$ cat src/rtl/tca_pkg.sv
package tca_pkg;

	localparam int SIDE_BITS_DEF = 12;
	localparam int AREA_BITS     = 25;
	localparam logic [AREA_BITS-1:0] AREA_MAX = '1;

	typedef logic [1:0] shape_t;

	localparam shape_t SHAPE_EQUI = 2'd0;
	localparam shape_t SHAPE_ISO  = 2'd1;
	localparam shape_t SHAPE_SCAL = 2'd2;

	// Side information that travels alongside the arithmetic.
	typedef struct packed {
		shape_t shape;
		logic   tri_ok;
	} meta_t;

endpackage

$ cat src/rtl/tca_mult.sv
module tca_mult
	import tca_pkg::*;
#(
	parameter int SIDE_BITS = SIDE_BITS_DEF
) (
	input  logic                     clk,
	input  logic                     arst_n,
	input  logic                     adv,
	input  logic                     valid_s1,
	input  meta_t                    meta_s1,
	input  logic [SIDE_BITS+1:0]     f0_s1,
	input  logic [SIDE_BITS:0]       f1_s1,
	input  logic [SIDE_BITS:0]       f2_s1,
	input  logic [SIDE_BITS:0]       f3_s1,
	output logic                     valid_s4,
	output meta_t                    meta_s4,
	output logic [4*SIDE_BITS+4:0]   prod_s4
);

	localparam int XW = 2 * SIDE_BITS + 3;
	localparam int YW = 2 * SIDE_BITS + 2;
	localparam int HL = YW / 2;
	localparam int HH = YW - HL;
	localparam int PW = 4 * SIDE_BITS + 5;

	logic [XW-1:0]    x_s2;
	logic [YW-1:0]    y_s2;
	logic [XW+HL-1:0] pp_lo_s3;
	logic [XW+HH-1:0] pp_hi_s3;
	logic             valid_s2, valid_s3;
	meta_t            meta_s2, meta_s3;

	always_ff @(posedge clk or negedge arst_n) begin
		if (!arst_n) begin
			valid_s2 <= 1'b0;
			valid_s3 <= 1'b0;
			valid_s4 <= 1'b0;
		end else if (adv) begin
			valid_s2 <= valid_s1;
			valid_s3 <= valid_s2;
			valid_s4 <= valid_s3;
		end
	end

	// The wide product is split into two partial products over the low and
	// high halves of the second factor, and summed in the following stage.
	always_ff @(posedge clk) begin
		if (adv) begin
			meta_s2  <= meta_s1;
			x_s2     <= XW'(f0_s1) * XW'(f1_s1);
			y_s2     <= YW'(f2_s1) * YW'(f3_s1);
			meta_s3  <= meta_s2;
			pp_lo_s3 <= (XW+HL)'(x_s2) * (XW+HL)'(y_s2[HL-1:0]);
			pp_hi_s3 <= (XW+HH)'(x_s2) * (XW+HH)'(y_s2[YW-1:HL]);
			meta_s4  <= meta_s3;
			prod_s4  <= PW'(pp_lo_s3) + (PW'(pp_hi_s3) << HL);
		end
	end

endmodule

$ cat config.mk
export PLATFORM = sky130hd
export DESIGN_NAME = tca_mult
export DESIGN_NICKNAME = d
export VERILOG_FILES = /design/src/rtl/tca_pkg.sv /design/src/rtl/tca_mult.sv
export SDC_FILE = /design/constraint.sdc
export NUM_CORES = 2
export LEC_CHECK = 0
export BUFFER_PORTS_ARGS = -buffer_cell sky130_fd_sc_hd__buf_2
export CAP_MARGIN = 10
export CORE_ASPECT_RATIO = 0.5
export CORE_MARGIN = 2
export CORE_UTILIZATION = 60
export CTS_BUF_LIST = sky130_fd_sc_hd__clkbuf_4 sky130_fd_sc_hd__clkbuf_8
export DETAILED_ROUTE_END_ITERATION = 10
export PLACE_DENSITY = 0.77
export SLEW_MARGIN = 15
export SYNTH_ARGS = -nofsm -noshare
export SYNTH_HDL_FRONTEND = slang
export SYNTH_SLANG_ARGS = --single-unit
$ cat constraint.sdc
create_clock -name clk -period 6.6 [get_ports clk]
set_input_delay 0.66 -clock clk [delete_from_list [all_inputs] [get_ports clk]]
set_output_delay 0.66 -clock clk [all_outputs]
set_load 0.02 [all_outputs]
-- Word level (Yosys, flattened, before mapping)
Index checks and enable logic that the tools add are counted.
- $lt $le $gt $ge: 0
- add/subtract/negate cells: 1
- shift-type cells: 0
- bitwise logic cells: 0
- multiply operators: 4
- muxes and demuxes: 0
- divide/modulo/power cells: 0
- reduce and logical (&&, ||, !) cells: 0
- equal/unequal tests: 0
- operators with widths (operator ; count):
    $mul A27 B13 Y40 ; 2
    $add A40 B53 Y53 ; 1
    $mul A14 B13 Y27 ; 1
    $mul A13 B13 Y26 ; 1
- memories: 0
- RAM bits: 0
- bits in registers: 198
- input port bits: 60
- bits in read-only memories: 0
- bits in latches: 0
- output and inout port bits: 57

-- Logic depth before layout (Yosys ltp)
- depth after elaboration: 1
- mapped depth: 23
- depth with buffers taken out: 21

-- Worst setup path after synthesis
OpenSTA, ideal clock, no wires.
- path type: input to register
- start: input f1_s1[1]
- end: register x_s2[25] (data pin)
- required time: 6.342 ns
- arrival time: 5.487 ns
- slack: 0.855 ns
- buffers on the path: 2
- stages: 20
- library setup time: 0.258 ns
- path through: clkbuf_1 nand2_1 fa_1 inv_1 fa_1 fa_1 inv_1 fa_1 inv_1 fa_1 ha_1 clkbuf_1 nand2_1 nor4_1 nor2_1 a2111oi_0 o21ai_0 nand2b_1 a21oi_1 xnor2_1
- longest elaborated chain between the ends: 1
- ends and longest elaborated chain (element ; RTL line ; source):
    from (decl) ; tca_mult.sv:12 ; input logic [SIDE_BITS:0] f1_s1,
    $mul A14 B13 Y27 ; tca_mult.sv:50 ; x_s2 <= XW'(f0_s1) * XW'(f1_s1);
    to (signal assigned) ; tca_mult.sv:50 ;
    to (decl) ; tca_mult.sv:26 ; logic [XW-1:0] x_s2;
Every way passes these cells.
A chain may end at the register's enable or synchronous reset.

-- Final worst setup path
- start: register x_s2[2]
- end: register pp_lo_s3[20] (data pin)
- longest elaborated chain between the ends: 1
- ends and longest elaborated chain (element ; RTL line ; source):
    $mul A27 B13 Y40 ; tca_mult.sv:53 ; pp_lo_s3 <= (XW+HL)'(x_s2) * (XW+HL)'(y_s2[HL-1:0]);
    to (signal assigned) ; tca_mult.sv:53 ;
    to (decl) ; tca_mult.sv:28 ; logic [XW+HL-1:0] pp_lo_s3;
Every way passes these cells.

==> results.md <==
* Status: finished, final reports clean
* Pin count of the biggest net entering global routing at 143
* Clk buf depth at 2
* Die ar. at 70430 um^2
* DRC at 0
* Setup ws final at 0.2501 ns
* Commonest non-fill, non-tap cell in the layout: inv_1
* WHS Path Cells at 1
* Share of cells above drive strength 1 at 6.028%
* Worst Hold End: meta_s2[2]
* Post-layout net count at 5620
* Synth warn at 0
* Drt first pass iters at 5
* Core area at 67230 um^2
* Leading post-synthesis cells by cell area: fa_1 (39%), edfxtp_1 (14%), ha_1 (10%)
* Detail Route Antenna Nets at 0
* WP data arrival at 6.64 ns
* Fill cells at 5448
* Total global routing overflow at 0
* Number of global-route vias before repair at 31078
* Fin Setup TNS at 0 ns
* MaxCap Viol Count at 0
* Asr flop ratio synth at 1.515%
* Mean Syn Cell Area at 9.347 um^2
* RSZ-0062 raised after global routing: false
* Reg2reg end: pp_lo_s3[20]
* Die H at 188.7 um
* Drt wl/cell at 17.71 um
* # IOs at 117
* Root Driver: clkbuf_8
* CP endpoint kind: flip-flop
* Drt total wl at 94350 um
* Hold/Removal Path Class: in2reg
* R2R Setup Slk at 0.25 ns
* DR vias/cell at 5.484
* Crit-path max FO at 19
* Leading area contributor after synthesis: fa_1
* Initial antenna violation count at 6
* Crit share post-route at 96.21%
* Initial core utilization at 60.87%
* Cells after Synth at 4378
* CTS tree: built
* Die Width at 373.3 um
* CTS sink cnt at 198
* Half-perimeter wire length after placement at 78970 um
* Max Transition Viols Final at 0
* Top cell type's share of synthesized area at 39.33%
* Placement Setup Slack at 0.2918 ns
* Most frequent cells in the layout: inv_1 (983), fa_1 (804), nand2_1 (711)
* EDFF count, synth at 195
* Register area share after synthesis at 14.49%
* # rows at 67
* Fmax at 0.1575 GHz
* Fin crit period at 6.350 ns
* Final hold vios at 0
* Reg2Reg Depth at 17
* Critical path type: reg2reg
* Mapped cell area at 40920 um^2
* Routability cong. at 0.9551
* Slew at the pin closest to its max-slew limit at 0.9559 ns
* CP startpoint kind: flip-flop
* Ys flop type: edfxtp_1
* CTS clock-pin slew for the worst setup and hold paths at 0.13 ns
* Finished Layout Cells at 5329
* Reg2reg start: x_s2[2]
* Synth unique cells at 74
* Clk_lat worst skew at 0.57 ns
* Worst Path Required at 6.89 ns
* Port bufs at 116
* Synthesized flop and latch total at 198
* # setup viols final at 0
* H-tree depth at 4
* Area Growth Syn to Fin at 5.461%
* Clk_skew at 0.02700 ns
* Rel. slew slack at 36.27%
* Initial drt markers at 1961
* Hold wc startpoint: meta_s1[2]
* First-pass GRT wire length at 157200 um
* CTS buffer count at 17
* Global-route usage over all layers at 27.91%
* Syn Nets at 5582
* DP Cell Count at 5292
* Via count at 29223
-- metrics by stage --
step	hold slack (ns)	cell area (um^2)	utilization, %
after CTS	0.2173	43140	64.16
after detailed placement	0.4045	42700	63.51
after floorplan	0.3644	40920	-
after global placement	0.4008	42700	63.51
after global routing	0.2231	43150	64.19
final	0.2594	43160	64.19
-- final cells by class --
| cell class | count | area, um^2 | area share [%] |
|---|---|---|---|
| inverter | 983 | 3690 | 8.550 |
| timing repair buffer | 209 | 1390 | 3.221 |
| clock buffer | 18 | 241.5 | 0.5596 |
| antenna | 3 | 7.507 | 0.01740 |
| tap | 897 | 1122 | 2.601 |
| sequential | 198 | 5931 | 13.74 |
| clock inverter | 14 | 181.4 | 0.4204 |
| multi-input combinational | 3007 | 30590 | 70.89 |
-- worst max-delay path, stage by stage, from the launching register on --
cell and delay (ns):
edfxtp_1 0.93, buf_4 0.28, and2_1 0.15, fa_1 0.45
fa_1 0.55, fa_1 0.45, fa_1 0.50, inv_1 0.05
fa_1 0.48, inv_1 0.04, ha_1 0.26, a211o_1 0.26
a21oi_1 0.34, a21oi_1 0.17, a21o_1 0.21, a21o_1 0.22
a311oi_1 0.42, xnor2_1 0.32
-- registers in the layout, summed over array words and instances, names as in the netlist, 3 cells and up --
register / count
pp_hi_s3: 40
pp_lo_s3: 40
meta_s3: 3
meta_s2: 3
y_s2: 26
meta_s4: 3
x_s2: 27
prod_s4: 53
-- worst max path at each step --
stage / start / to / slack [ns] / cells past startpoint
finish: x_s2[2] / pp_lo_s3[20] / 0.25 / 17
global route: y_s2[2] / pp_lo_s3[37] / 0.04 / 20
CTS: x_s2[4] / pp_hi_s3[39] / 0.28 / 18
detailed placement: x_s2[4] / pp_hi_s3[39] / 0.29 / 18
global placement: x_s2[4] / pp_hi_s3[39] / 0.47 / 22
floorplan: f1_s1[1] / x_s2[25] / 0.86 / 20
-- Yosys cell counts (all sizes together), types with 6 or more instances --
library cell,n
inv,983
fa,804
nand2,711
and2,421
ha,340
edfxtp,195
clkbuf,189
a21oi,130
xnor2,101
a21o,78
o21ai,62
nor2,57
xor2,48
nand3,28
o21bai,26
and3,20
o21a,19
a211oi,16
nand4,15
nor3,15
a31oi,13
nor2b,13
o211ai,11
nand2b,7
a311oi,6
or3,6
-- kinds of logic after synthesis --
kind of cell	count (synthesis)	share of synthesized area, %
flops	198	14.49
mux	3	0.08255
fa+ha+maj	1144	49.73
xor+xnor	149	3.189
compound gates	401	6.470
simple gates	1310	15.28
buf+inv	1173	10.76
-- routing by layer --
metal  wire length, um  vias to the layer above  track usage (%)  part of all wire (%)
li1                  -                    13286                -                     -
met2             43520                     1100            45.28                    46
met4              1133                        6            5.450                   1.2
met1             40240                    14712            38.07                    43
met5                41                        -                0                 0.043
met3              9412                      119            7.713                    10
-- repair_timing --
action / CTS / global route
gates resized for setup: 0 / 1
hold endpoints to repair: 3 / 0
buffers inserted: 0 / 1
endpoints found under the setup margin: 0 / 3
hold buffers: 1 / 0
Power is not shown: default switching activity piles up to over one toggle a cycle in this logic, so the estimate is an artifact.
