--- config.mk ---
export PLATFORM = sky130hd
export DESIGN_NAME = tca_sqrt_step
export DESIGN_NICKNAME = d
export VERILOG_FILES = /design/src/rtl/tca_pkg.sv /design/src/rtl/tca_sqrt_step.sv
export SDC_FILE = /design/constraint.sdc
export NUM_CORES = 1
export LEC_CHECK = 0
export ABC_AREA = 1
export BUFFER_PORTS_ARGS = -buffer_cell sky130_fd_sc_hd__buf_2
export CORE_MARGIN = 2
export CORE_UTILIZATION = 40
export DETAILED_ROUTE_END_ITERATION = 10
export PLACE_DENSITY = 0.72
export SLEW_MARGIN = 20
export SYNTH_ARGS = -nofsm -noshare
export SYNTH_HDL_FRONTEND = slang
export SYNTH_SLANG_ARGS = --single-unit
--- constraint.sdc ---
create_clock -name clk -period 1.5 [get_ports clk]
set_input_delay 0.3 -clock clk [delete_from_list [all_inputs] [get_ports clk]]
set_output_delay 0.3 -clock clk [all_outputs]
set_load 0.01 [all_outputs]
--- src/rtl/tca_pkg.sv ---
package tca_pkg;

	localparam int SIDE_BITS_DEF = 12;
	localparam int AREA_BITS     = 25;
	localparam logic [AREA_BITS-1:0] AREA_MAX = '1;

	typedef logic [1:0] shape_t;

	localparam shape_t SHAPE_EQUI = 2'd0;
	localparam shape_t SHAPE_ISO  = 2'd1;
	localparam shape_t SHAPE_SCAL = 2'd2;

	// Side information that travels alongside the arithmetic.
	typedef struct packed {
		shape_t shape;
		logic   tri_ok;
	} meta_t;

endpackage

--- src/rtl/tca_sqrt_step.sv ---
module tca_sqrt_step
	import tca_pkg::*;
#(
	parameter int PW  = 53,
	parameter int RW  = 27,
	parameter int BIT = 0
) (
	input  logic          clk,
	input  logic          arst_n,
	input  logic          adv,
	input  logic          valid_in,
	input  meta_t         meta_in,
	input  logic [PW-1:0] rem_in,
	input  logic [RW-1:0] root_in,
	output logic          valid_sn,
	output meta_t         meta_sn,
	output logic [PW-1:0] rem_sn,
	output logic [RW-1:0] root_sn
);

	// Setting this bit of the root raises its square by root * 2^(BIT+1)
	// plus 2^(2*BIT); the bit is kept when the remainder covers that amount.
	logic [PW-1:0] trial;
	logic          take;

	always_comb begin
		trial = (PW'(root_in) << (BIT + 1)) | (PW'(1) << (2 * BIT));
		take  = rem_in >= trial;
	end

	always_ff @(posedge clk or negedge arst_n) begin
		if (!arst_n) begin
			valid_sn <= 1'b0;
		end else if (adv) begin
			valid_sn <= valid_in;
		end
	end

	always_ff @(posedge clk) begin
		if (adv) begin
			meta_sn <= meta_in;
			rem_sn  <= take ? rem_in - trial : rem_in;
			root_sn <= take ? (root_in | (RW'(1) << BIT)) : root_in;
		end
	end

endmodule

======== Word-level counts from Yosys, hierarchy flattened ========
Cells that the tools add are included.
storage, ports and cells
  bits in registers ....................... 84
  logic and storage cells ................. 9
cells by class
  add/sub/neg operators ................... 1
  magnitude comparators ................... 1
  muxes and demuxes ....................... 1
operators by type and width
  cell            number
  $ge 53x28->1    1
  $mux 53         1
  $sub 53x28->53  1

======== Logic depth before layout (Yosys ltp) ========
Gate-level depths: netlist of the first run.
  word-level depth ........................ 2
  depth in mapped cells ................... 16
  gate-level depth less buffers ........... 16

======== Worst setup path after synthesis of the first run ========
OpenSTA, ideal clock, no wires.
  kind .................................... input to register
  from .................................... input port root_in[25]
  to ...................................... register rem_sn[34] (data pin)
  data arrival time ....................... 1791 ps
  required time ........................... 1246 ps
  setup slack ............................. -545 ps
  stages on the path ...................... 14
  buffers on the path ..................... 2
  cells stage by stage .................... inv_1 > ha_1 > nand2_1 > nand2_1 > a21boi_2 > inv_1 > a21oi_2 > nand2_1 > nor2_2 > nand2_4 > inv_4 > buf_6 > buf_8 > a21oi_2
on the way
  cells in the longest elaborated chain, start to end .. 2
  elaborated cells on any way between the ends .. 3
  those cells by class .................... 1 x add/sub; 1 x order compare; 1 x mux
ends and longest elaborated chain
  item                                            line                                      text
  start: declaration                              tca_sqrt_step.sv:14                       input logic [RW-1:0] root_in,
  $sub 53x28->53 or $ge 53x28->1 (tied branches)  tca_sqrt_step.sv:42, tca_sqrt_step.sv:28
  $mux 53 (*)                                     tca_sqrt_step.sv:42                       rem_sn <= take ? rem_in - trial : rem_in;
  end signal: assignment                          tca_sqrt_step.sv:42
  end: declaration                                tca_sqrt_step.sv:17                       output logic [PW-1:0] rem_sn,
Every way passes the cells marked *; elsewhere a longest branch is shown, timed or not.
A chain may end at the register's enable or synchronous reset.

======== Worst setup path in the final report of the first run ========
  from .................................... input port rem_in[10]
  to ...................................... register rem_sn[12] (data pin)
on the way
  cells in the longest elaborated chain, start to end .. 2
  elaborated cells on any way between the ends .. 3
  those cells by class .................... 1 x add/sub; 1 x order compare; 1 x mux
ends and longest elaborated chain
  item                                            line                                      text
  start: declaration                              tca_sqrt_step.sv:13                       input logic [PW-1:0] rem_in,
  $sub 53x28->53 or $ge 53x28->1 (tied branches)  tca_sqrt_step.sv:42, tca_sqrt_step.sv:28
  $mux 53 (*)                                     tca_sqrt_step.sv:42
Marks and branches as above.

==> flow_summary.json, run 1 <==
{
  "status": "complete, but fails checks",
  "failed_checks": "setup timing",
  "finalSetupTns_ns": -15.29,
  "finalNetCount": 1515,
  "max_stage_delay_ns": 0.31,
  "p_leak_nw": 5.52,
  "clk-insertion-delay-late_ns": 0.35,
  "via_per_inst": 4.82,
  "cts_buffer_depth": 2,
  "finalPower_w": 0.00810,
  "async_flop_share": 0.0119,
  "syn_nets": 1127,
  "grt_max_degree": 33,
  "cts_root_buf": "clkbuf_16",
  "netlist_area_mm2": 0.00683,
  "antenna_cells": 0,
  "fmax_ghz": 0.542,
  "place_area_mm2": 0.00965,
  "worstSetupEndpointType": "flop",
  "hold_viol": 0,
  "cts.sinks": 84,
  "synthToLayoutAreaGrowth_pct": 62.1,
  "core-area_mm2": 0.0166,
  "path_clk_slew_ns": 0.07,
  "start_kind": "input pin",
  "ys_types": 35,
  "post-dp-hpwl_um": 19800,
  "synth_area_leader_cell": "edfxtp_1",
  "ys_ff_latch": 84,
  "critical_path_required_ns": 1.61,
  "dr.pass1.iters": 5,
  "h-tree-depth": 3,
  "seq_area_frac_synth": 0.369,
  "row_count": 47,
  "ant_nets": 0,
  "nFillCells": 1358,
  "worstPathMaxFanout": 17,
  "worst_pin_slew_ns": 0.358,
  "final-setup-viol-count": 54,
  "die_width_um": 135,
  "io_buffers": 170,
  "drv_cap": 0,
  "stdcell_area_mm2": 0.0111,
  "routed_wl_um": 25500,
  "start_util": 0.410,
  "io_pins": 171,
  "layout_setup_ws_ns": -0.346,
  "synth-edff-count": 83,
  "gr-total-overflow": 0,
  "maxSlewViolCount": 0,
  "crit_top_cell": "nor2_2",
  "cts_tree": "done",
  "worstSetupPathType": "input pin to flop",
  "synth_warnings": 0,
  "drt-initial-drc-count": 594,
  "period_share": 1.23,
  "antenna_found_initial": 0,
  "grt_use_total": 0.278,
  "finalCoreUtilization": 0.665,
  "multi_input_comb_area_mm2": 0.00442,
  "crit_slowest_cell": "ha_4",
  "worst_slew_margin_rel": 0.760,
  "irDropWorstVdd_v": 0.000542,
  "arrival_ns": 1.96,
  "routabilityCongestion": 0.961,
  "drive_gt1_frac": 0.472,
  "period_minus_slack_ns": 1.85,
  "rsz0062_at_grt": "true",
  "synthCells": 1011,
  "routedWlPerCell_um": 15.7,
  "grt_pass1_wl_um": 38700,
  "synth_ff_type": "edfxtp_1",
  "dieArea_mm2": 0.0181,
  "drcViolationCount": 0,
  "cts_buffers": 9,
  "hp-class": "input pin to flop",
  "power_density_mw_per_mm2": 731,
  "synth_area_leaders": "edfxtp_1 (36%), nand2_1 (21%), inv_1 (12%)",
  "fin_skew_ns": 0,
  "die_h_um": 135,
  "num_vias": 7832,
  "synth.top_cell.area_share": 0.365,
  "syn_avg_cell_area_um2": 6.75,
  "crit_chain": "buf_2, ha_4, nand2_4, nor2_4, nand2_2, nor2_2, nand3_1, nor2_2, nor2_2, nand2_4, inv_8, buf_12, nand2_1, o21ai_1",
  "regArea_mm2": 0.00252,
  "grt_pass1_vias": 7646
}
-- final cells by class --
| type | count | share of cell area |
|---|---|---|
| Tap cell | 220 | 0.0249 |
| Inverter | 218 | 0.0766 |
| Timing Repair inverter | 1 | 0.00102 |
| Clock inverter | 6 | 0.00441 |
| Multi-Input combinational cell | 701 | 0.399 |
| Sequential cell | 84 | 0.227 |
| Timing Repair Buffer | 384 | 0.246 |
| Clock buffer | 10 | 0.0207 |
-- through the flow --
stage | instances | worst slack, ns | hold slack, ns
6_report | 1624 | -0.346 | 0.114
5_1_grt | 1624 | -0.435 | 0.116
4_1_cts | 1613 | -0.281 | 0.111
3_5_place_dp | 1565 | -0.848 | 0.0773
3_3_place_gp | 1565 | -0.775 | 0.0758
2_1_floorplan | 1011 | -0.425 | 0.00441
-- sequential cells by signal, indices dropped and copies added, names as in the netlist --
name,cells
rem_sn,53
meta_sn,3
valid_sn,1
root_sn,27
-- critical path: cells and delay by family --
family	cells	cell delay (ns)
buffers and inverters	3	0.35
AND/OR/NAND/NOR	9	0.92
adder cells (fa/ha/maj)	1	0.31
AO/OA/AOI/OAI	1	0.07
-- layout by cell type, fill, tap and decap left out, drive strengths merged --
cell type | netlist | final
and3 | 1 | 1
edfxtp | 83 | 83
nand3b | 6 | 6
inv | 218 | 220
nor3 | 4 | 4
fa | 1 | 1
clkinv | 0 | 2
clkinvlp | 0 | 3
nand4 | 19 | 19
xnor2 | 18 | 18
dlygate4sd3 | 0 | 1
ha | 28 | 28
and2 | 4 | 4
a21boi | 1 | 1
mux2 | 1 | 1
nand3 | 68 | 68
nand2 | 391 | 391
clkbuf | 0 | 10
a21oi | 28 | 28
xor2 | 3 | 3
dfrtp | 1 | 1
nor4 | 1 | 1
buf | 8 | 383
o21a | 1 | 1
nor2 | 102 | 102
o21ai | 24 | 24
-- layer usage --
metal  global-route usage  wire [µm]  vias to the layer above
li1                     -          -                     3902
met1                0.376      11200                     3575
met2                0.459      11800                      300
met3               0.0360       1700                       55
met4               0.0971        752                        0
met5                    0          0                        -
-- where the power goes --
part	total, W	internal (W)	switching, W	leakage, nW
clock network	0.00214	0.00113	0.00101	0.125
registers	0.00295	0.00289	0.0000588	0.824
logic	0.00301	0.00140	0.00161	4.57
total	0.00810	0.00542	0.00267	5.52
-- cell families (layout without fill, tap and decap cells) --
| group | after synthesis | in the layout | share of synthesized area |
|---|---|---|---|
| XOR/XNOR | 21 | 21 | 0.0269 |
| buffers and inverters | 226 | 619 | 0.132 |
| adder cells (fa/ha/maj) | 29 | 29 | 0.0542 |
| AND/OR/NAND/NOR | 596 | 596 | 0.365 |
| multiplexers | 1 | 1 | 0.00165 |
| flip-flops | 84 | 84 | 0.369 |
| AO/OA/AOI/OAI | 54 | 54 | 0.0519 |
-- Yosys cell counts, types with 8 or more instances --
master,n
a21oi_1,8
a21oi_2,20
edfxtp_1,83
ha_1,28
inv_1,214
nand2_1,385
nand3_1,65
nand4_1,19
nor2_1,92
o21ai_0,20
xnor2_1,18
-- final timing paths --
check	slack [ns]	endpoint	cells past startpoint	start
worst max-delay path	-0.35	rem_sn[12]$_DFFE_PP_	14	rem_in[10]
worst min-delay path	0.11	meta_sn[0]$_DFFE_PP_	1	meta_in[0]
worst max register to register	0.74	valid_sn$_DFFE_PN0P_	1	valid_sn$_DFFE_PN0P_
worst min register to register	0.54	valid_sn$_DFFE_PN0P_	1	valid_sn$_DFFE_PN0P_
max in group asynchronous	1.17	valid_sn$_DFFE_PN0P_	2	arst_n
min in group asynchronous	0.25	valid_sn$_DFFE_PN0P_	2	arst_n
-- repair_timing --
item                       in CTS  in global routing
setup endpoints to repair      54                 54
gates cloned                    3                  0
hold endpoints to repair        1                  0
gates resized for setup       166                101
hold buffers                    1                  0
pin swaps                      43                 37
buffers inserted               29                 14
Power figures use the tool's default switching activity.
==> inputs of run 2 (changes only) <==
--- a/config.mk
+++ b/config.mk
@@ -11,6 +11,7 @@
 export CORE_UTILIZATION = 40
 export DETAILED_ROUTE_END_ITERATION = 10
 export PLACE_DENSITY = 0.72
+export SKIP_CTS_REPAIR_TIMING = 1
 export SLEW_MARGIN = 20
 export SYNTH_ARGS = -nofsm -noshare
 export SYNTH_HDL_FRONTEND = slang
==> run 2 against run 1 <==
Compared with the run above: the flow still finishes with violations (setup timing); register-to-register slack better by 0.03 ns; power down 1.6%; die area unchanged; via count down 2.1%; first-iteration DRC count shrank 8.9%; critical path type unchanged; largest cell class unchanged.
==> flow_summary.json, run 2 (same netlist as run 1, synthesis figures left out) <==
{
  "clk-insertion-delay-late_ns": 0.35,
  "cts_buffers": 9,
  "layout_commonest_cell": "nand2_1",
  "worst_pin_slew_ns": 0.342,
  "crit_slowest_cell": "ha_4",
  "grt_pass1_vias": 7186,
  "top_regs": "rem_sn (53), root_sn (27), meta_sn (3)",
  "io_pins": 171,
  "dr.pass1.iters": 5,
  "fmax_ghz": 0.506,
  "die_width_um": 135,
  "largest_register_ffs": 53,
  "irDropWorstVdd_v": 0.000545,
  "failed_checks": "setup timing",
  "rsz0062_at_grt": "true",
  "core-area_mm2": 0.0166,
  "path_clk_slew_ns": 0.07,
  "finalSetupTns_ns": -18.71,
  "arrival_ns": 2.13,
  "grt_pass1_wl_um": 36500,
  "routabilityCongestion": 0.961,
  "via_per_inst": 4.76,
  "drt-initial-drc-count": 541,
  "worst_slew_margin_rel": 0.771,
  "period_minus_slack_ns": 1.98,
  "place_area_mm2": 0.00965,
  "dieArea_mm2": 0.0181,
  "die_h_um": 135,
  "worstPathMaxFanout": 9,
  "drcViolationCount": 0,
  "routedWlPerCell_um": 15.7,
  "start_util": 0.410,
  "finalNetCount": 1501,
  "start_kind": "input pin",
  "worstSetupPathType": "input pin to flop",
  "hold_viol": 0,
  "ant_nets": 0,
  "h-tree-depth": 3,
  "crit_chain": "buf_2, inv_1, ha_4, nand2_2, nor2_4, nand2_2, nor2_2, nand2_2, nand3_2, nand2_2, nand2_4, clkinv_8, buf_6, o21ai_0",
  "maxSlewViolCount": 0,
  "cts_buffer_depth": 2,
  "drv_cap": 0,
  "cts.sinks": 84,
  "crit_top_cell": "nand2_2",
  "antenna_cells": 0,
  "post-dp-hpwl_um": 19800,
  "worstSetupEndpointType": "flop",
  "path_buf_inv": 4,
  "routed_wl_um": 25200,
  "hp-class": "input pin to flop",
  "num_vias": 7669,
  "final-setup-viol-count": 54,
  "period_share": 1.32,
  "io_buffers": 170,
  "regMostFlops": "rem_sn",
  "grt_max_degree": 33,
  "power_density_mw_per_mm2": 725,
  "stdcell_area_mm2": 0.0110,
  "synthToLayoutAreaGrowth_pct": 60.8,
  "p_leak_nw": 5.51,
  "mostFrequentLayoutCells": "nand2_1 (301), inv_1 (190), buf_4 (180), buf_2 (159), edfxtp_1 (83)",
  "cp_top_family": "simple AND/OR/NAND/NOR gates",
  "layout_setup_ws_ns": -0.475,
  "cts_tree": "done",
  "fin_skew_ns": 0,
  "drive_gt1_frac": 0.448,
  "status": "complete, but fails checks",
  "critical_path_required_ns": 1.65,
  "grt_use_total": 0.263,
  "row_count": 47,
  "cts_root_buf": "clkbuf_16",
  "gr-total-overflow": 0,
  "place_ws_ns": -0.848,
  "antenna_found_initial": 0,
  "max_stage_delay_ns": 0.31
}
[run 2: cell count changes in the layout (fill, tap and decap cells not counted), moves of 5 or more]
cell	before	now
a21oi_2	24	19
buf_4	193	180
buf_6	20	14
inv_1	179	190
inv_2	33	23
nand2_1	289	301
nand2_2	81	68
nor2_2	28	23
o21ai_2	1	6
[run 2: final timing paths]
path,startpoint,end,slack (ns),depth (start not counted)
setup / recovery,root_in[12],rem_sn[14]$_DFFE_PP_,-0.48,14
setup reg to reg,valid_sn$_DFFE_PN0P_,valid_sn$_DFFE_PN0P_,0.77,1
min in group asynchronous,arst_n,valid_sn$_DFFE_PN0P_,0.29,2
max in group asynchronous,arst_n,valid_sn$_DFFE_PN0P_,1.13,2
hold / removal,root_in[8],root_sn[8]$_DFFE_PP_,0.12,1
hold reg to reg,valid_sn$_DFFE_PN0P_,valid_sn$_DFFE_PN0P_,0.50,1
[run 2: power by group]
group	internal [W]	total, W	switching [W]
Combinational	0.00132	0.00288	0.00156
Clock	0.00113	0.00213	0.000996
Sequential	0.00289	0.00295	0.0000608
[run 2: through the flow]
| step | hold slack [ns] | power [W] | utilization | instances |
|---|---|---|---|---|
| after floorplan | 0.00441 | 0.00422 | - | 1011 |
| after global placement | 0.0758 | 0.00544 | 0.580 | 1565 |
| after detailed placement | 0.0773 | 0.00547 | 0.580 | 1565 |
| after CTS | -0.300 | 0.00761 | 0.597 | 1581 |
| after global routing | 0.117 | 0.00835 | 0.660 | 1610 |
| final | 0.117 | 0.00796 | 0.660 | 1610 |
[run 2: routing by layer]
layer  GRT usage  up-vias  wire length, µm
li1            -     3874                -
met1       0.370     3502            11600
met2       0.420      261            11600
met3      0.0372       32             1500
met4      0.0830        0              520
met5           0        -                0
[run 2: area by class of cell]
type / instances / area, µm²
Tap cell: 220 / 275
Fill cell: 1367 / 5660
Timing Repair inverter: 1 / 11.3
Timing Repair Buffer: 370 / 2640
Clock inverter: 6 / 48.8
Sequential cell: 84 / 2520
Multi-Input combinational cell: 701 / 4410
Inverter: 218 / 851
Clock buffer: 10 / 229
