==> src/rtl/tca_pkg.sv <==
package tca_pkg;

	localparam int SIDE_BITS_DEF = 12;
	localparam int AREA_BITS     = 25;
	localparam logic [AREA_BITS-1:0] AREA_MAX = '1;

	typedef logic [1:0] shape_t;

	localparam shape_t SHAPE_EQUI = 2'd0;
	localparam shape_t SHAPE_ISO  = 2'd1;
	localparam shape_t SHAPE_SCAL = 2'd2;

	// Side information that travels alongside the arithmetic.
	typedef struct packed {
		shape_t shape;
		logic   tri_ok;
	} meta_t;

endpackage

==> src/rtl/tca_front.sv <==
module tca_front
	import tca_pkg::*;
#(
	parameter int SIDE_BITS = SIDE_BITS_DEF
) (
	input  logic                 clk,
	input  logic                 arst_n,
	input  logic                 adv,
	input  logic                 in_valid,
	input  logic [SIDE_BITS-1:0] a,
	input  logic [SIDE_BITS-1:0] b,
	input  logic [SIDE_BITS-1:0] c,
	output logic                 valid_s1,
	output meta_t                meta_s1,
	output logic [SIDE_BITS+1:0] f0_s1,
	output logic [SIDE_BITS:0]   f1_s1,
	output logic [SIDE_BITS:0]   f2_s1,
	output logic [SIDE_BITS:0]   f3_s1
);

	localparam int FW = SIDE_BITS + 2;

	logic [FW-1:0] ax, bx, cx, sum, d1, d2, d3;
	logic          ok1, ok2, ok3, tri_ok;
	shape_t        shape;

	always_comb begin
		ax  = FW'(a);
		bx  = FW'(b);
		cx  = FW'(c);
		sum = ax + bx + cx;
		d1  = bx + cx - ax;
		d2  = ax + cx - bx;
		d3  = ax + bx - cx;
		ok1 = !d1[FW-1] && (d1 != '0);
		ok2 = !d2[FW-1] && (d2 != '0);
		ok3 = !d3[FW-1] && (d3 != '0);
		tri_ok = ok1 && ok2 && ok3;
		if (a == b && b == c) begin
			shape = SHAPE_EQUI;
		end else if (a == b || a == c || b == c) begin
			shape = SHAPE_ISO;
		end else begin
			shape = SHAPE_SCAL;
		end
	end

	always_ff @(posedge clk or negedge arst_n) begin
		if (!arst_n) begin
			valid_s1 <= 1'b0;
		end else if (adv) begin
			valid_s1 <= in_valid;
		end
	end

	always_ff @(posedge clk) begin
		if (adv) begin
			meta_s1.shape  <= shape;
			meta_s1.tri_ok <= tri_ok;
			f0_s1 <= tri_ok ? sum : '0;
			f1_s1 <= tri_ok ? d1[FW-2:0] : '0;
			f2_s1 <= tri_ok ? d2[FW-2:0] : '0;
			f3_s1 <= tri_ok ? d3[FW-2:0] : '0;
		end
	end

endmodule

==> config.mk <==
export PLATFORM = sky130hd
export DESIGN_NAME = tca_front
export DESIGN_NICKNAME = d
export VERILOG_FILES = /design/src/rtl/tca_pkg.sv /design/src/rtl/tca_front.sv
export SDC_FILE = /design/constraint.sdc
export NUM_CORES = 1
export LEC_CHECK = 0
export BUFFER_PORTS_ARGS = -buffer_cell sky130_fd_sc_hd__buf_2
export CORE_UTILIZATION = 30
export CTS_BUF_LIST = sky130_fd_sc_hd__clkbuf_16
export DETAILED_ROUTE_END_ITERATION = 6
export HOLD_SLACK_MARGIN = 0.1
export SETUP_SLACK_MARGIN = 0.02
export SLEW_MARGIN = 30
export SYNTH_ARGS = -nofsm -noshare
export SYNTH_HDL_FRONTEND = slang
export SYNTH_SLANG_ARGS = --single-unit
==> constraint.sdc <==
create_clock -name clk -period 0.9 [get_ports clk]
set_input_delay 0.18 -clock clk [delete_from_list [all_inputs] [get_ports clk]]
set_output_delay 0.18 -clock clk [all_outputs]
set_load 0.02 [all_outputs]
## Word-level counts from Yosys, hierarchy flattened

Index checks and enable logic that the tools add are counted.

| storage, ports and cells | value |
|---|---|
| register bits | 57 |
| bits of input ports | 40 |
| output and inout bits | 57 |
| logic and storage cells | 32 |

| operators by class | value |
|---|---|
| add/subtract/negate cells | 7 |
| equality and inequality tests | 3 |
| muxes and demuxes | 1 |
| reductions and logical operators | 14 |

Operator list:

| cell | number |
|---|---|
| 14-bit nonzero test | 3 |
| 13-bit by 12-bit subtractor with 14-bit output | 3 |
| 12-bit by 12-bit adder with 13-bit output | 3 |
| 12-bit equality test | 3 |
| 14-bit by 12-bit adder with 14-bit output | 1 |
| 1-bit logical AND | 6 |
| 1-bit zero test | 3 |
| 1-bit logical OR | 2 |
| 2-bit two-way mux | 1 |

## Longest topological paths before layout

Gate-level depths: netlist (run 1).

| logic depth | value |
|---|---|
| word-level depth | 6 |
| depth in mapped cells | 21 |
| gate-level depth less buffers | 19 |

## Worst setup path before layout (run 1)

No wires, ideal clock.

| path | value |
|---|---|
| path kind | input port to flip-flop |
| start point | input port a[1] |
| end point | register f2_s1[5], data pin |
| data arrival time | 3.752 ns |
| required time | 0.768 ns |
| setup slack | -2.984 ns |
| stages | 20 |
| path through | inv_1 ha_1 nand2b_1 a21oi_1 o21bai_1 a21oi_1 a21oi_1 nor2_1 nor2_1 xnor2_1 ha_1 clkbuf_1 nand4_1 a211oi_1 o21ai_1 nor2b_1 a211oi_1 nand4_2 buf_6 and3b_1 |

| on the way | value |
|---|---|
| cells in the longest elaborated chain, start to end | 6 |
| elaborated cells on any way between the ends | 16 |

RTL lines:

| what | line | source |
|---|---|---|
| start, declared | tca_front.sv:10 | `input logic [SIDE_BITS-1:0] a,` |
| 12-bit by 12-bit adder with 13-bit output | tca_front.sv:33 | `d2 = ax + cx - bx;` |
| 13-bit by 12-bit subtractor with 14-bit output | tca_front.sv:33 |  |
| 14-bit nonzero test or 1-bit zero test (tied branches) | tca_front.sv:36 | `ok2 = !d2[FW-1] && (d2 != '0);` |
| 1-bit logical AND | tca_front.sv:36 |  |
| 1-bit logical AND (2 in a row) | tca_front.sv:38 | `tri_ok = ok1 && ok2 && ok3;` |
| end signal, assigned | tca_front.sv:62 | `f2_s1 <= tri_ok ? d2[FW-2:0] : '0;` |
| end, declared | tca_front.sv:17 | `output logic [SIDE_BITS:0] f2_s1,` |

Parallel ways exist; a longest one is shown, timed or not.
A chain may end at the register's enable or synchronous reset.

## Worst setup path after layout (run 1)

| path | value |
|---|---|
| start point | input port a[1] |
| end point | register f2_s1[0], data pin |

| on the way | value |
|---|---|
| cells in the longest elaborated chain, start to end | 6 |
| elaborated cells on any way between the ends | 16 |

RTL lines:

| what | line |
|---|---|
| 12-bit by 12-bit adder with 13-bit output | tca_front.sv:33 |
| 13-bit by 12-bit subtractor with 14-bit output | tca_front.sv:33 |
| 14-bit nonzero test or 1-bit zero test (tied branches) | tca_front.sv:36 |
| 1-bit logical AND | tca_front.sv:36 |
| 1-bit logical AND | tca_front.sv:38 |
| 1-bit logical AND (*) | tca_front.sv:38 |

Mark *: on every way between the ends. The rest lies on a longest branch, timed or not.

==> results of run 1 <==
registers in the layout, summed over array words and instances (netlist names):
register  cells
f0_s1        13
f1_s1        13
f2_s1        13
f3_s1        13
valid_s1      1
meta_s1       3
how the worst max path moves through the flow:
stage                     from         to  slack, ns  cells past startpoint
after floorplan           a[1]   f2_s1[6]      -2.58                     18
after global placement    a[1]   f2_s1[6]      -3.63                     18
after detailed placement  a[1]   f2_s1[6]      -3.62                     18
after CTS                 b[0]   f2_s1[6]      -2.76                     19
after global routing      a[1]  f1_s1[11]      -3.00                     22
final                     a[1]   f2_s1[0]      -2.79                     20
placed cells by master (no fill, tap or decap), types with 11 or more instances in the layout:
cell      netlist  routed
a21oi_1        39      30
buf_2           6      65
buf_4           1     271
buf_6           1      42
edfxtp_1       55      55
fa_1           27      24
ha_1           74      57
ha_4            0      16
inv_1         106      96
nand2_1        22      21
nand2b_1       12      11
nand4_1        12      12
nor2_1         72      47
nor2_2          0      21
nor3_1         28      19
o21ai_0        17      14
xnor2_1        44      41
xor2_1         17      17
area by class of cell:
type	count	area share (%)
multi-input cells	521	46.55
repair buffers	389	28.94
flip-flops and latches	56	16.05
inverters	107	3.905
well taps	270	3.234
clock buffers	5	1.198
clock inverters	2	0.1198
critical path: cells and delay by family:
family / cells / cell delay, ns
adders and majority gates: 2 / 0.73
and+or+nand+nor: 8 / 0.99
xor gates and xnor gates: 1 / 0.17
buffers and inverters: 5 / 0.68
AOI/OAI and AO/OA: 4 / 1.10
cells by family (layout without fill, tap and decap cells):
kind of cell,Yosys count,in the layout
buffers and inverters,126,503
AND/OR/NAND/NOR,211,211
flip-flops,56,56
adder cells (fa/ha/maj),101,101
XOR/XNOR,61,61
AO/OA/AOI/OAI,146,146
multiplexers,2,2
through the flow:
stage               utilization (%)  hold WS (ns)
floorplan                         -       -0.1156
global placement              45.93      -0.04545
detailed placement            45.93      -0.04414
CTS                           48.25        0.1688
global route                  51.13        0.1968
finish                        51.13        0.1673
what timing repair did:
action / in CTS / in global routing
hold endpoints to repair: 2 / 0
endpoints found under the setup margin: 112 / 113
gates resized for setup: 48 / 141
setup buffers: 10 / 10
pin swaps: 18 / 23
hold buffers: 2 / 0
gates cloned: 1 / 0
metal layers:
metal  up-vias  track usage (%)
met5         -                0
met3        16            2.019
met1      2953            25.32
li1       3186                -
met4         0            3.958
met2        98            32.80
power groups by stage:
stage,clock network [W],logic [W],registers [W]
2_1_floorplan,0,0.00535,0.00441
3_3_place_gp,0,0.0112,0.00374
3_5_place_dp,0,0.0112,0.00373
4_1_cts,0.00201,0.0121,0.00368
5_1_grt,0.00207,0.0145,0.00378
6_report,0.00196,0.0134,0.00373
==> flow_summary.yaml, run 1 <==
run_status:
  status: "finished with violations"
  violations: "negative setup slack"
detailed_routing:
  vias: 6253
  wl_um: 20370
  dr_wl_met2_um: 9997
  top_layer: "met4"
  wl_met1_um: 9610
  firstDrtPassIters: 4
  route.met3.wl_um: 506
  viasPerCell: 4.632
  drt_iter0_drc: 244
  drtAntennaViolNets: 0
  wire_per_inst_um: 15.09
  drcViolationCount: 0
pwr:
  p_leak_nw: 4.863
  power_density_nw_per_um2: 1826
  power_frac_comb_pct: 70.1
  p_seq_share_pct: 19.6
  swShare_pct: 40.13
  max-vdd-ir-drop_v: 0.0009106
  p_int_w: 0.01142
  p_clk_share_pct: 10.3
  power_w: 0.01907
  power_switching_w: 0.007653
clock_network:
  cts_tree: "done"
  cts-htree-levels: 2
  cts_num_sinks: 56
  tritoncts.num_buffers: 5
  cts_buffer_depth: 2
  cts_root_buf: "clkbuf_16"
  clk-insertion-delay-late_ns: 0.31
  clkTransAtPathRegs_ns: 0.07
synthesis:
  synth.cell_area_um2: 6296
  async_flop_share_pct: 1.786
  synth_top_cell_area_share_pct: 26.23
  syn_avg_cell_area_um2: 8.956
  syn_nets: 844
  synth_top_family_by_area: "adder cells"
  synth_common_cells: "inv_1, ha_1, nor2_1"
  ys.flop_type: "edfxtp_1"
  synth_fa_ha_area_share_pct: 23.29
  synth_top_cell_by_area: "edfxtp_1"
  synth_compound_area_share_pct: 16.24
  synth-seq-area-share_pct: 26.63
  yosysMostFrequentCell: "inv_1"
  synthXorXnorAreaFrac_pct: 8.486
  ys_ff_latch: 56
  ys_top_cells_by_area: "edfxtp_1, ha_1, fa_1"
  synth_cell_types: 66
  synthMuxAreaShare_pct: 0.3378
  synth_edf_count: 55
  synth_cells: 703
  yosys_warnings: 0
  synth-simple-area-share_pct: 17.21
floorplanning:
  start_util_pct: 30.82
  die_w_um: 146.9
  die_h_um: 146.9
  row_count: 52
  coreArea_um2: 20430
  die-area_um2: 21570
  io_pins: 97
timing:
  period_needed_ns: 3.688
  rsz0062_at_grt: "true"
  drv_slew: 0
  max_freq_mhz: 271.2
  tightest_slew_ns: 0.6075
  fin_ws_ns: -2.788
  fin_skew_ns: 0
  relSlewSlack_pct: 59.16
  post-route-period-util_pct: 409.8
  setup_tns_ns: -150.38
  setup_viol: 112
  finalHoldViolCount: 0
worst_setup_path:
  rr_endpoint: "valid_s1"
  slowest_stage: "a2111oi_4"
  reg2reg_depth: 1
  crit_top_cell: "nor2_1"
  arrival_ns: 3.86
  cp_max_fo: 7
  r2r-start: "valid_s1"
  path_class: "input port to register"
  endpoint_kind: "register"
  rrSetupSlack_ns: 0.14
  cp-start-kind: "input port"
  slowest_delay_ns: 0.47
  path_cells: "buf_8, clkinvlp_4, buf_6, fa_2, nor2_4, nor2_1, nor2_1, nor2_1, xor2_1, ha_1, a2111oi_4, o21ai_4, a2111oi_4, nor3_4, and3b_2, o2111ai_4, nand4_4, buf_6, buf_16, nor2_1"
  required_ns: 1.07
finish:
  antenna_cells: 0
  fillers: 1928
  layoutNonFillerInstCount: 1350
  fin_area_um2: 10450
  fin_nets: 1221
  area.sequential_um2: 1677
  layout-area-overhead-vs-synth_pct: 65.90
  multi_input_area_um2: 4862
  layout-drive-gt1-share_pct: 47.96
global_route:
  grt_max_degree: 23
  antenna_found_initial: 0
  overflow: 0
  grt_pass1_vias: 6051
  grt_pass1_wl_um: 31360
  grt_util_all_layers_pct: 18.92
placed_design:
  dpl.cell_count: 1322
  hpwl_um: 16940
  gp_congestion: 0.9304
  place.port_buffers: 96
  dp_slack_ns: -3.619
  postPlaceCellArea_um2: 9384
job:
  drv_cap: 0
min_path:
  min_path_type: "input port to asynchronous set/reset pin"
No activity file was read; power rests on OpenSTA's default activity.
==> run 2: changes to the inputs <==
--- a/config.mk
+++ b/config.mk
@@ -6,8 +6,10 @@
 export NUM_CORES = 1
 export LEC_CHECK = 0
 export BUFFER_PORTS_ARGS = -buffer_cell sky130_fd_sc_hd__buf_2
+export CORE_MARGIN = 4
 export CORE_UTILIZATION = 30
 export CTS_BUF_LIST = sky130_fd_sc_hd__clkbuf_16
+export CTS_CLUSTER_SIZE = 8
 export DETAILED_ROUTE_END_ITERATION = 6
 export HOLD_SLACK_MARGIN = 0.1
 export SETUP_SLACK_MARGIN = 0.02
==> constraint.sdc (replaced) <==
create_clock -name clk -period 2.95 [get_ports clk]
set_input_delay 0.59 -clock clk [delete_from_list [all_inputs] [get_ports clk]]
set_output_delay 0.59 -clock clk [all_outputs]
set_load 0.02 [all_outputs]
==> flow_summary.yaml, run 2 (synthesis gave the netlist of run 1 again) <==
global_route:
  use_met1_pct: 23.65
  grt_util_met2_pct: 30.33
  grt_pass1_wl_um: 33680
  use_met3_pct: 1.979
  grt_busiest_layer: "met2"
  grt_pass1_vias: 6649
  overflow: 0
  grt_util_all_layers_pct: 17.71
  antenna_found_initial: 0
  grt_max_degree: 35
worst_setup_path:
  required_ns: 3.00
  path_class: "input port to register"
  endpoint_kind: "register"
  cp_max_fo: 6
  cp-start-kind: "input port"
  arrival_ns: 4.02
pwr:
  max-vdd-ir-drop_v: 0.0003520
  p_clk_share_pct: 11.2
  p_leak_nw: 4.848
  power_frac_comb_pct: 70.4
  p_int_w: 0.003633
  p_seq_share_pct: 18.4
  power_density_nw_per_um2: 585.4
  power_switching_w: 0.002459
  swShare_pct: 40.36
clock_network:
  cts_root_buf: "clkbuf_16"
  tritoncts.num_buffers: 5
  clk-insertion-delay-late_ns: 0.30
  cts_num_sinks: 56
  clkTransAtPathRegs_ns: 0.07
  cts-htree-levels: 2
  cts_tree: "done"
  cts_buffer_depth: 2
floorplanning:
  die-area_um2: 23370
  die_h_um: 152.9
  io_pins: 97
  row_count: 52
  start_util_pct: 30.82
  coreArea_um2: 20430
  die_w_um: 152.9
timing:
  period_needed_ns: 3.969
  post-route-period-util_pct: 134.6
  max_freq_mhz: 251.9
  fin_ws_ns: -1.019
  setup_viol: 53
  fin_skew_ns: 0
  drv_slew: 0
  tightest_slew_ns: 0.7856
  rsz0062_at_grt: "true"
  relSlewSlack_pct: 47.63
  finalHoldViolCount: 0
finish:
  antenna_cells: 0
  fin_nets: 1225
  layout-drive-gt1-share_pct: 49.12
  fillers: 1940
  layout-area-overhead-vs-synth_pct: 65.28
  final_core_util_pct: 50.94
  final_cell_mix: "buf_4, inv_1, buf_2"
  layoutNonFillerInstCount: 1355
  fin_area_um2: 10410
  mostFrequentLayoutCell: "buf_4"
placed_design:
  dpl.cell_count: 1318
  gp_congestion: 0.9341
  place.port_buffers: 96
  postPlaceCellArea_um2: 9209
  hpwl_um: 16950
detailed_routing:
  drtAntennaViolNets: 0
  wire_per_inst_um: 15.37
  wl_um: 20830
  firstDrtPassIters: 6
  vias: 6368
  drcViolationCount: 0
  drt_iter0_drc: 350
  viasPerCell: 4.700
job:
  drv_cap: 0
run_status:
  status: "finished with violations"
  violations: "negative setup slack"
min_path:
  min_path_type: "register to register"
## run 2: cell types whose count changed in the layout (fill, tap and decap cells not counted), sizes merged
cell	delta
bufinv	+1
dlymetal6s4s	-1
clkinvlp	-1
clkinv	+1
buf	+5
## run 2: per-layer routing
layer / routed length (um) / vias up
li1: - / 3208
met4: 531 / 0
met2: 9956 / 170
met3: 902 / 34
met1: 9442 / 2956
met5: 0 / -
## run 2: layout make-up
cell class              count  area [um2]  share of cell area [%]
multi-input cells         521        4950                   47.57
repair buffers            393        2856                   27.45
flip-flops and latches     56        1677                   16.11
well taps                 270       337.8                   3.246
clock buffers               5       125.1                   1.202
inverters                 107       417.9                   4.016
clock inverters             3       42.54                  0.4088
## run 2: what timing repair did
item / CTS / global route
setup endpoints to repair: 53 / 53
hold endpoints to repair: 1 / 0
gates cloned: 2 / 0
gates resized for setup: 95 / 78
setup buffers: 24 / 6
pin swaps: 36 / 35
hold buffers: 1 / 0
## run 2: critical path, stage by stage
cell and delay [ns]:
buf_6 0.08, clkinvlp_4 0.12, buf_4 0.16, fa_1 0.54, inv_2 0.08, fa_2 0.39
a211oi_2 0.24, o21a_1 0.25, buf_4 0.15, o211a_1 0.13, nor4_1 0.06, nand2b_1 0.15
or4_4 0.58, nand4_4 0.17, buf_12 0.14, buf_16 0.14, nor2_4 0.03
## run 2: worst paths after layout
kind | endpoint | slack (ns) | startpoint | depth (start not counted)
min reg2reg | valid_s1 | 0.51 | valid_s1 | 1
min | valid_s1 | 0.51 | valid_s1 | 1
max reg2reg | valid_s1 | 2.21 | valid_s1 | 1
max | f0_s1[5] | -1.02 | a[1] | 17
min in group asynchronous | valid_s1 | 0.60 | arst_n | 2
max in group asynchronous | valid_s1 | 2.26 | arst_n | 2
## run 2: power groups by stage
| stage | Sequential [W] | Combinational [W] | Clock (W) |
|---|---|---|---|
| global route | 0.00114 | 0.00463 | 0.000729 |
| CTS | 0.00112 | 0.00400 | 0.000692 |
| floorplan | 0.00135 | 0.00162 | 0 |
| finish | 0.00112 | 0.00429 | 0.000682 |
| detailed placement | 0.00114 | 0.00347 | 0 |
| global placement | 0.00114 | 0.00344 | 0 |
## run 2: metrics by stage
| stage | hold slack, ns | total power [W] | setup TNS, ns | worst slack (ns) |
|---|---|---|---|---|
| after global routing | 0.5287 | 0.006494 | -57.43 | -1.154 |
| final | 0.5104 | 0.006092 | -50.77 | -1.019 |
| after floorplan | 0.2944 | 0.002963 | -43.87 | -0.9374 |
| after detailed placement | 0.3657 | 0.004611 | -91.91 | -1.876 |
| after global placement | 0.3651 | 0.004584 | -91.96 | -1.925 |
| after CTS | 0.5131 | 0.005814 | -48.66 | -0.9543 |
